$ cat src/rtl/fsvs_pkg.sv
`timescale 1ns / 1ps
// ---------------------------------------------------------------------------
// fsvs_pkg
// Shared types and constants for the fair-share vruntime scheduler core.
// ---------------------------------------------------------------------------
package fsvs_pkg;

    localparam int MAX_TASKS_DEF        = 16;
    localparam int NICE_ZERO_WEIGHT_DEF = 1024;

    localparam int VR_W    = 31;
    localparam int ET_W    = 32;
    localparam int COUNT_W = 5;

    localparam logic [VR_W-1:0]    VR_TOP      = 31'h7FFF_FFFF;
    localparam logic [VR_W-1:0]    VR_CLAMP    = VR_TOP - 31'd1;
    localparam logic [VR_W-1:0]    VR_CLEAR_AT = VR_TOP - 31'd10;
    localparam logic [COUNT_W-1:0] COUNT_RESET = 5'd1;

    typedef struct packed {
        logic [3:0]  task_id;
        logic [19:0] run_ticks;
        logic [16:0] load_weight;
        logic [31:0] inverse_weight;
    } charge_t;

    typedef struct packed {
        logic [3:0]      next_task;
        logic [VR_W-1:0] task_vruntime;
        logic [VR_W-1:0] queue_min_vruntime;
        logic            period_cleared;
        logic [ET_W-1:0] task_exec_total;
    } result_t;

    // control from the sequencer to the task store
    typedef struct packed {
        logic vr_we;
        logic et_we;
        logic clear;
    } store_ctrl_t;

endpackage

$ cat src/rtl/fsvs_task_store.sv
`timescale 1ns / 1ps
// ---------------------------------------------------------------------------
// fsvs_task_store
// Per-task virtual runtime and execution total memories, one read and one
// write port each, registered read, with per-entry valid bits for reset.
// ---------------------------------------------------------------------------
module fsvs_task_store #(
    parameter int MAX_TASKS = fsvs_pkg::MAX_TASKS_DEF
) (
    input  logic                        clk,
    input  logic                        rst_n,
    input  fsvs_pkg::store_ctrl_t       ctrl,
    input  logic [$clog2(MAX_TASKS)-1:0] rd_addr,
    input  logic [$clog2(MAX_TASKS)-1:0] wr_addr,
    input  logic [fsvs_pkg::VR_W-1:0]   vr_wdata,
    input  logic [fsvs_pkg::ET_W-1:0]   et_wdata,
    output logic [fsvs_pkg::VR_W-1:0]   vr_rdata,
    output logic [fsvs_pkg::ET_W-1:0]   et_rdata
);

    logic [fsvs_pkg::VR_W-1:0] vr_mem [MAX_TASKS];
    logic [fsvs_pkg::ET_W-1:0] et_mem [MAX_TASKS];

    logic [MAX_TASKS-1:0]      vr_vld_reg;
    logic [MAX_TASKS-1:0]      et_vld_reg;
    logic [fsvs_pkg::VR_W-1:0] vr_rd_reg;
    logic [fsvs_pkg::ET_W-1:0] et_rd_reg;
    logic                      vr_rv_reg;
    logic                      et_rv_reg;

    always_ff @(posedge clk)
    begin
        if (ctrl.vr_we)
        begin
            vr_mem[wr_addr] <= vr_wdata;
        end
        if (ctrl.et_we)
        begin
            et_mem[wr_addr] <= et_wdata;
        end
        vr_rd_reg <= vr_mem[rd_addr];
        et_rd_reg <= et_mem[rd_addr];
        vr_rv_reg <= vr_vld_reg[rd_addr];
        et_rv_reg <= et_vld_reg[rd_addr];
    end

    // a period clear drops every runtime at once, totals are kept
    always_ff @(posedge clk or negedge rst_n)
    begin
        if (!rst_n)
        begin
            vr_vld_reg <= '0;
            et_vld_reg <= '0;
        end
        else
        begin
            if (ctrl.clear)
            begin
                vr_vld_reg <= '0;
            end
            else if (ctrl.vr_we)
            begin
                vr_vld_reg[wr_addr] <= 1'b1;
            end
            if (ctrl.et_we)
            begin
                et_vld_reg[wr_addr] <= 1'b1;
            end
        end
    end

    assign vr_rdata = vr_rv_reg ? vr_rd_reg : '0;
    assign et_rdata = et_rv_reg ? et_rd_reg : '0;

endmodule

$ cat src/rtl/fair_share_vruntime_scheduler_core.sv
`timescale 1ns / 1ps
// ---------------------------------------------------------------------------
// fair_share_vruntime_scheduler_core
// Charges one task per transaction, updates its virtual runtime and total,
// and picks the active task with the least virtual runtime to run next.
// ---------------------------------------------------------------------------
// One charge transaction runs from acceptance to the next acceptance through
// the accepting state, a multiply state, a read-modify-write state on the task
// memories, then a minimum search that reads one stored runtime per cycle
// through the single read port of the runtime memory and then compares the
// last read and closes, and a final state that raises the queue minimum and
// loads the result register. That final state waits while an earlier result
// is still stalled. The result register lets the next charge be accepted while
// a result still waits. Reset needs no clearing pass: per-entry valid bits make
// every runtime and total read as zero.
module fair_share_vruntime_scheduler_core #(
    parameter int MAX_TASKS        = fsvs_pkg::MAX_TASKS_DEF,
    parameter int NICE_ZERO_WEIGHT = fsvs_pkg::NICE_ZERO_WEIGHT_DEF
) (
    input  logic                         clk,
    input  logic                         rst_n,
    input  logic                         charge_valid,
    output logic                         charge_stall,
    input  fsvs_pkg::charge_t            charge,
    output logic                         result_valid,
    input  logic                         result_stall,
    output fsvs_pkg::result_t            result,
    input  logic                         cfg_valid,
    output logic                         cfg_ready,
    input  logic [fsvs_pkg::COUNT_W-1:0] cfg_data
);

    localparam int IDX_W  = $clog2(MAX_TASKS);
    localparam int CNT_W  = $clog2(MAX_TASKS + 1);
    localparam int PROD_W = 52;

    localparam logic [2:0] S_IDLE = 3'd0;
    localparam logic [2:0] S_MUL  = 3'd1;
    localparam logic [2:0] S_UPD  = 3'd2;
    localparam logic [2:0] S_SCAN = 3'd3;
    localparam logic [2:0] S_FIN  = 3'd4;

    logic [2:0]                     state_reg, state_next;
    fsvs_pkg::charge_t              in_reg;
    logic [IDX_W-1:0]               id_reg, id_next;
    logic [PROD_W-1:0]              prod_reg;
    logic [fsvs_pkg::VR_W-1:0]      cvr_reg, cvr_next;
    logic [fsvs_pkg::ET_W-1:0]      et_reg, et_next;
    logic [IDX_W-1:0]               best_idx_reg, best_idx_next;
    logic [fsvs_pkg::VR_W:0]        best_val_reg, best_val_next;
    logic [CNT_W-1:0]               scan_idx_reg, scan_idx_next;
    logic [IDX_W-1:0]               cmp_idx_reg, cmp_idx_next;
    logic                           cmp_vld_reg, cmp_vld_next;
    logic [fsvs_pkg::VR_W-1:0]      min_reg, min_next;
    logic [fsvs_pkg::COUNT_W-1:0]   count_reg;
    logic                           out_valid_reg, out_valid_next;
    fsvs_pkg::result_t              out_reg, out_next;

    fsvs_pkg::store_ctrl_t          st_ctrl;
    logic [IDX_W-1:0]               rd_addr;
    logic [fsvs_pkg::VR_W-1:0]      vr_rdata;
    logic [fsvs_pkg::ET_W-1:0]      et_rdata;

    logic [CNT_W-1:0]               n_active;
    logic                           charged_act;
    logic                           accept;
    logic                           out_free;
    logic [31:0]                    mult;
    logic [fsvs_pkg::VR_W-1:0]      weighted;
    logic [fsvs_pkg::VR_W-1:0]      new_min;
    logic                           do_clear;

    // task index modulo the table depth, at most eight subtract steps
    function automatic logic [IDX_W-1:0] wrap_id(input logic [3:0] raw);
        logic [3:0] v;
        v = raw;
        for (int k = 0; k < 8; k++)
        begin
            if (32'(v) >= MAX_TASKS)
            begin
                v = v - 4'(MAX_TASKS);
            end
        end
        return IDX_W'(v);
    endfunction

    fsvs_task_store #(
        .MAX_TASKS (MAX_TASKS)
    ) u_store (
        .clk      (clk),
        .rst_n    (rst_n),
        .ctrl     (st_ctrl),
        .rd_addr  (rd_addr),
        .wr_addr  (id_reg),
        .vr_wdata (cvr_next),
        .et_wdata (et_next),
        .vr_rdata (vr_rdata),
        .et_rdata (et_rdata)
    );

    assign charge_stall = (state_reg != S_IDLE);
    assign accept       = charge_valid && !charge_stall;
    assign cfg_ready    = 1'b1;
    assign result_valid = out_valid_reg;
    assign result       = out_reg;
    assign out_free     = !out_valid_reg || !result_stall;

    always_comb
    begin
        if (count_reg == '0)
        begin
            n_active = CNT_W'(1);
        end
        else if (32'(count_reg) > MAX_TASKS)
        begin
            n_active = CNT_W'(MAX_TASKS);
        end
        else
        begin
            n_active = CNT_W'(count_reg);
        end
    end

    assign charged_act = (CNT_W'(id_reg) < n_active);

    always_comb
    begin
        if (in_reg.load_weight == 17'(NICE_ZERO_WEIGHT) || in_reg.inverse_weight == '0)
        begin
            mult = 32'(NICE_ZERO_WEIGHT);
        end
        else
        begin
            mult = in_reg.inverse_weight;
        end
    end

    assign weighted = (prod_reg > PROD_W'(fsvs_pkg::VR_TOP)) ? fsvs_pkg::VR_TOP
                                                             : prod_reg[fsvs_pkg::VR_W-1:0];
    assign new_min  = (best_val_reg[fsvs_pkg::VR_W-1:0] > min_reg)
                    ? best_val_reg[fsvs_pkg::VR_W-1:0] : min_reg;
    assign do_clear = (new_min >= fsvs_pkg::VR_CLEAR_AT);

    always_comb
    begin
        state_next     = state_reg;
        id_next        = id_reg;
        cvr_next       = cvr_reg;
        et_next        = et_reg;
        best_idx_next  = best_idx_reg;
        best_val_next  = best_val_reg;
        scan_idx_next  = scan_idx_reg;
        cmp_idx_next   = cmp_idx_reg;
        cmp_vld_next   = 1'b0;
        min_next       = min_reg;
        out_valid_next = out_valid_reg && result_stall;
        out_next       = out_reg;
        rd_addr        = id_reg;
        st_ctrl        = '0;

        unique case (state_reg)
            S_IDLE:
            begin
                if (accept)
                begin
                    id_next    = wrap_id(charge.task_id);
                    state_next = S_MUL;
                end
            end
            S_MUL:
            begin
                state_next = S_UPD;
            end
            S_UPD:
            begin
                // read data for the charged task is back, write it again
                et_next = et_rdata + 32'(in_reg.run_ticks);
                if ((fsvs_pkg::VR_TOP - vr_rdata) <= weighted)
                begin
                    cvr_next = fsvs_pkg::VR_CLAMP;
                end
                else
                begin
                    cvr_next = vr_rdata + weighted;
                end
                st_ctrl.vr_we = 1'b1;
                st_ctrl.et_we = 1'b1;
                if (charged_act)
                begin
                    best_idx_next = id_reg;
                    best_val_next = {1'b0, cvr_next};
                end
                else
                begin
                    // sentinel above any runtime so task zero takes over
                    best_idx_next = '0;
                    best_val_next = '1;
                end
                scan_idx_next = '0;
                state_next    = S_SCAN;
            end
            S_SCAN:
            begin
                rd_addr = scan_idx_reg[IDX_W-1:0];
                if (scan_idx_reg < n_active)
                begin
                    scan_idx_next = scan_idx_reg + CNT_W'(1);
                    cmp_idx_next  = scan_idx_reg[IDX_W-1:0];
                    cmp_vld_next  = 1'b1;
                end
                if (cmp_vld_reg && ({1'b0, vr_rdata} < best_val_reg))
                begin
                    best_idx_next = cmp_idx_reg;
                    best_val_next = {1'b0, vr_rdata};
                end
                if (scan_idx_reg == n_active && !cmp_vld_reg)
                begin
                    state_next = S_FIN;
                end
            end
            S_FIN:
            begin
                if (out_free)
                begin
                    out_valid_next          = 1'b1;
                    out_next.task_exec_total = et_reg;
                    if (do_clear)
                    begin
                        // every runtime reads zero, so the charged task wins the tie
                        st_ctrl.clear               = 1'b1;
                        min_next                    = '0;
                        out_next.next_task          = charged_act ? 4'(id_reg) : 4'd0;
                        out_next.task_vruntime      = '0;
                        out_next.queue_min_vruntime = '0;
                        out_next.period_cleared     = 1'b1;
                    end
                    else
                    begin
                        min_next                    = new_min;
                        out_next.next_task          = 4'(best_idx_reg);
                        out_next.task_vruntime      = cvr_reg;
                        out_next.queue_min_vruntime = new_min;
                        out_next.period_cleared     = 1'b0;
                    end
                    state_next = S_IDLE;
                end
            end
            default:
            begin
                state_next = S_IDLE;
            end
        endcase
    end

    always_ff @(posedge clk or negedge rst_n)
    begin
        if (!rst_n)
        begin
            state_reg     <= S_IDLE;
            scan_idx_reg  <= '0;
            cmp_vld_reg   <= 1'b0;
            min_reg       <= '0;
            count_reg     <= fsvs_pkg::COUNT_RESET;
            out_valid_reg <= 1'b0;
        end
        else
        begin
            state_reg     <= state_next;
            scan_idx_reg  <= scan_idx_next;
            cmp_vld_reg   <= cmp_vld_next;
            min_reg       <= min_next;
            out_valid_reg <= out_valid_next;
            if (cfg_valid && cfg_ready)
            begin
                count_reg <= cfg_data;
            end
        end
    end

    always_ff @(posedge clk)
    begin
        if (accept)
        begin
            in_reg <= charge;
        end
        if (state_reg == S_MUL)
        begin
            prod_reg <= PROD_W'(in_reg.run_ticks) * PROD_W'(mult);
        end
        id_reg       <= id_next;
        cvr_reg      <= cvr_next;
        et_reg       <= et_next;
        best_idx_reg <= best_idx_next;
        best_val_reg <= best_val_next;
        cmp_idx_reg  <= cmp_idx_next;
        out_reg      <= out_next;
    end

endmodule
$ cat config.mk
export PLATFORM = sky130hd
export DESIGN_NAME = fair_share_vruntime_scheduler_core
export DESIGN_NICKNAME = d
export VERILOG_FILES = /design/src/rtl/fsvs_pkg.sv /design/src/rtl/fsvs_task_store.sv /design/src/rtl/fair_share_vruntime_scheduler_core.sv
export SDC_FILE = /design/constraint.sdc
export NUM_CORES = 2
export LEC_CHECK = 0
export ABC_AREA = 1
export BUFFER_PORTS_ARGS = -buffer_cell sky130_fd_sc_hd__clkbuf_2
export CORE_MARGIN = 1.5
export CORE_UTILIZATION = 50
export DETAILED_ROUTE_END_ITERATION = 16
export GPL_TIMING_DRIVEN = 0
export PLACE_DENSITY = 0.63
export SLEW_MARGIN = 40
export SYNTH_ARGS = -nofsm -noshare
export SYNTH_HDL_FRONTEND = slang
export SYNTH_HIERARCHICAL = 1
export SYNTH_SLANG_ARGS = --single-unit
$ cat constraint.sdc
create_clock -name clk -period 8.75 [get_ports clk]
set_input_delay 1.3125 -clock clk [delete_from_list [all_inputs] [get_ports clk]]
set_output_delay 1.3125 -clock clk [all_outputs]
set_load 0.03 [all_outputs]
==> summary by stage <==
Cells and area
The count of placed standard cells in the final layout, fillers left out is approximately 12,000. The total number of nets in the final design is 10,500. Once layout is done, the placed cells without fillers occupy 97,700 µm². The fraction of layout instances using a drive strength above 1 is 0.0995. The flip-flop count of the largest register, all copies and words added is roughly 500. Counting flops per register, the top entry is u_store/et_mem.

The synthesis-to-layout area growth is 13.3%. Counting the fill cells in the layout gives 14,900.

Synth
After synthesis, the cell types taking the most area are sky130_fd_sc_hd__edfxtp_1, sky130_fd_sc_hd__fa_1, sky130_fd_sc_hd__nand2_1. The number of nets handed over by synthesis was 10,100. The share of the synthesized area in the top cell type is 0.443. The number of enable-type register cells in the synthesized netlist is 1,272. The commonest cells after synthesis are sky130_fd_sc_hd__nand2_1, sky130_fd_sc_hd__inv_1, sky130_fd_sc_hd__edfxtp_1. The synthesized instance count is 9,121.

In this run the cell area of the synthesized design comes to about 86,000 µm². The number of different library cells used by synthesis comes to 56. The post-synthesis area per instance is about 9.5 µm². The post-synthesis sequential element count is 1,478. For this run, the number of Yosys warnings is 6.

Of all cell types, the one taking the most synthesized area is sky130_fd_sc_hd__edfxtp_1. Among all cell types in the netlist, the one instantiated most often is sky130_fd_sc_hd__nand2_1. For this run, asynchronously set or reset flops after synthesis account for 0.0528. For this run, the leading register cell type out of synthesis is sky130_fd_sc_hd__edfxtp_1.

The portion of the post-synthesis area used by sequential elements is 0.496.

Placed design
The wire-length estimate of the detail-placed layout is 210,000 µm. The total of buffers placed on input and output ports is 183. At the end of routability-driven placement, the weighted congestion stood at 0.975. The cell count after placement is 11,700. The area after detailed placement is about 90,000 µm².

Worst hold path
The type of the worst min-delay path is reg2reg. The launch point of the worst hold path is et_reg[7]. The worst hold path was traced through 0 stages. For hold timing, the worst endpoint is result[7].

STA
The final hold violation count came to 0. Final hold analysis gives a worst-case slack of 0.407 ns. The count of final max-slew check failures was 0. At the pin with the least slew margin, the transition time is 0.967 ns. The number of setup violations in the final report is 0. Derived from the worst setup path, the maximum achievable clock frequency is 117 MHz. The worst pin sits at a relative slew slack of 0.355.

The part of the cycle the worst path needs is 0.974. Setup repair after global routing could not meet its margin everywhere. For the finished layout, the period the worst path requires is 8.52 ns. The maximum clock skew at final layout is 0.0642 ns.

Floorplanning
The count of pins on the block boundary is 185. The die covers around 170,000 µm². The die boundary width is 418 µm.

From bottom edge to top edge, the die measures 418 µm. The row count is 152. The initial utilization of the core area, before any placement, comes to 0.503. In this run the standard cell core region covers 171,000 µm².

Clock network
Clock-pin slew was measured on the worst setup and hold paths at 0.06 ns. For this design, the CTS-stage hold fixing added 0 buffers. The number of clock sinks seen by CTS is 1,478. The number of buffers created by CTS is 158. TritonCTS built the clock tree. CTS built an H-tree with a depth of 4. The clock insertion delay at the later pin of the skew report is 0.84 ns.

The clock tree root driver cell is sky130_fd_sc_hd__clkbuf_16. In this run the deepest clock path goes through 3 buffers.

Critical path
The critical path is of the reg2reg type. The worst register-to-register path has a depth of 31. The cell seen most often among critical-path stages is sky130_fd_sc_hd__fa_1. The required time reported for the critical path endpoint is between 9 and 10 ns. The reg-to-reg setup timing slack is 0.23 ns. The delay of the slowest cell on the worst path is about 0.62 ns. The worst setup path is launched from a register. The cell at the slowest stage of the critical path is sky130_fd_sc_hd__fa_1.

Along the worst path, the maximum fanout reaches 10. The startpoint identified for the worst register-to-register timing path is in_reg[1]. The endpoint of the worst register-to-register path is prod_reg[51]. The arrival time at the worst endpoint is 9.15 ns. The endpoint type of the worst setup path is a register.

Route
Using the TritonRoute via totals, the vias-per-cell ratio works out to between 5 and 6. For this run, design rule violations remaining after detail routing come to 0. In this run, the number of DRC markers left after iteration 0 of detailed routing was 6,594.

The overall via count from detail_route is around 65,000. The detailed-route wire length per cell is 23.1 µm. The detailed-routing iteration count for the pre-antenna-repair pass is 8.

The detail route stage leaves a number of antenna-violating nets equal to 0. The routed design has roughly 280,000 µm of wire.

Global routing
The global-route wire length before repair is 405,000 µm. The residual overflow from global routing is 0. The initial antenna violation count was 9. For this run, the total global-route usage over all layers was measured as 0.317. The pin count of the biggest net entering global routing is 48.

The number of global-route vias before repair came to 63,200.

Status
The flow ran to the end, and the final reports show no timing, DRC or antenna violations.

Flow run
Across the run, the number of max-cap violations was 0.
[stage by stage]
stage               utilization  TNS [ns]  setup WS, ns
finish                    0.570         0         0.230
global route              0.570   -0.0447       -0.0368
detailed placement        0.538    -37.12         -1.56
CTS                       0.568         0       0.00659
floorplan                     -         0          1.08
global placement          0.525    -33.14         -1.39
[per-layer routing]
layer	global-route usage	wire length, µm
met5	0	13
met4	0.163	16200
met3	0.0601	25600
met2	0.492	124000
met1	0.426	111000
[kinds of logic after synthesis]
group	after synthesis	synth area share
and+or+nand+nor	3917	0.187
DFF	1478	0.496
AOI/OAI and AO/OA	475	0.0304
muxes	4	0.000523
buffers and inverters	2299	0.107
adders and majority gates	850	0.170
other	1	0.0000435
xor gates and xnor gates	97	0.00986
[how the worst max path moves through the flow]
stage	start	to	slack, ns	depth (start not counted)
final	in_reg[1]	prod_reg[51]	0.23	31
after global routing	in_reg[1]	prod_reg[45]	-0.04	33
after CTS	in_reg[11]	prod_reg[45]	0.007	32
after detailed placement	in_reg[2]	prod_reg[39]	-1.56	31
after global placement	in_reg[11]	prod_reg[39]	-1.39	31
after floorplan	in_reg[16]	prod_reg[35]	1.08	34
[final cells by class]
| type | count | area [µm²] | area share |
|---|---|---|---|
| Sequential cell | 1478 | 42700 | 0.437 |
| Multi-Input combinational cell | 5344 | 34900 | 0.358 |
| Inverter | 1923 | 7310 | 0.0748 |
| Clock buffer | 214 | 4310 | 0.0441 |
| Tap cell | 2310 | 2890 | 0.0296 |
| Timing Repair Buffer | 295 | 2680 | 0.0275 |
| Buffer | 374 | 2100 | 0.0215 |
| Clock inverter | 74 | 743 | 0.00761 |
| Antenna cell | 1 | 2.50 | 0.0000256 |
[critical path: cells and delay by family (launching register included)]
| family | cells | cell delay (ns) |
|---|---|---|
| DFF | 1 | 0.42 |
| buffers and inverters | 7 | 0.85 |
| AOI/OAI and AO/OA | 6 | 1.02 |
| and+or+nand+nor | 9 | 1.72 |
| xor gates and xnor gates | 1 | 0.21 |
| adders and majority gates | 8 | 4.13 |
[layout by cell type (no fill, tap or decap), types with 15 or more instances in the layout]
master	count
sky130_fd_sc_hd__nor3_1	20
sky130_fd_sc_hd__buf_16	35
sky130_fd_sc_hd__buf_2	146
sky130_fd_sc_hd__o21ai_0	108
sky130_fd_sc_hd__o21ai_2	47
sky130_fd_sc_hd__inv_4	21
sky130_fd_sc_hd__nor4_1	17
sky130_fd_sc_hd__fa_1	533
sky130_fd_sc_hd__o22ai_1	20
sky130_fd_sc_hd__buf_6	51
sky130_fd_sc_hd__a21o_1	15
sky130_fd_sc_hd__clkinv_1	29
sky130_fd_sc_hd__clkbuf_2	212
sky130_fd_sc_hd__dfxtp_1	128
sky130_fd_sc_hd__dfrtp_1	77
sky130_fd_sc_hd__nand4_1	24
sky130_fd_sc_hd__o21a_1	18
sky130_fd_sc_hd__xnor2_1	36
sky130_fd_sc_hd__clkbuf_16	160
sky130_fd_sc_hd__clkinv_2	23
sky130_fd_sc_hd__nor2_4	23
sky130_fd_sc_hd__buf_4	92
sky130_fd_sc_hd__inv_1	1882
sky130_fd_sc_hd__edfxtp_1	1272
sky130_fd_sc_hd__nand2_1	2294
sky130_fd_sc_hd__ha_1	303
sky130_fd_sc_hd__xor2_1	61
sky130_fd_sc_hd__nor2_1	587
sky130_fd_sc_hd__nor2_2	17
sky130_fd_sc_hd__a21oi_1	185
sky130_fd_sc_hd__clkbuf_1	141
sky130_fd_sc_hd__nand3_1	889
[timing repair]
item | in CTS | in global routing
pin swaps | 0 | 3
endpoints found under the setup margin | 40 | 20
gates resized for setup | 35 | 96
setup buffers | 3 | 14
endpoints found under the hold margin | 0 | 0
Power is left out: the tool's default activity adds up to more than one toggle a clock period on the data nets, which glitch-free logic cannot reach.
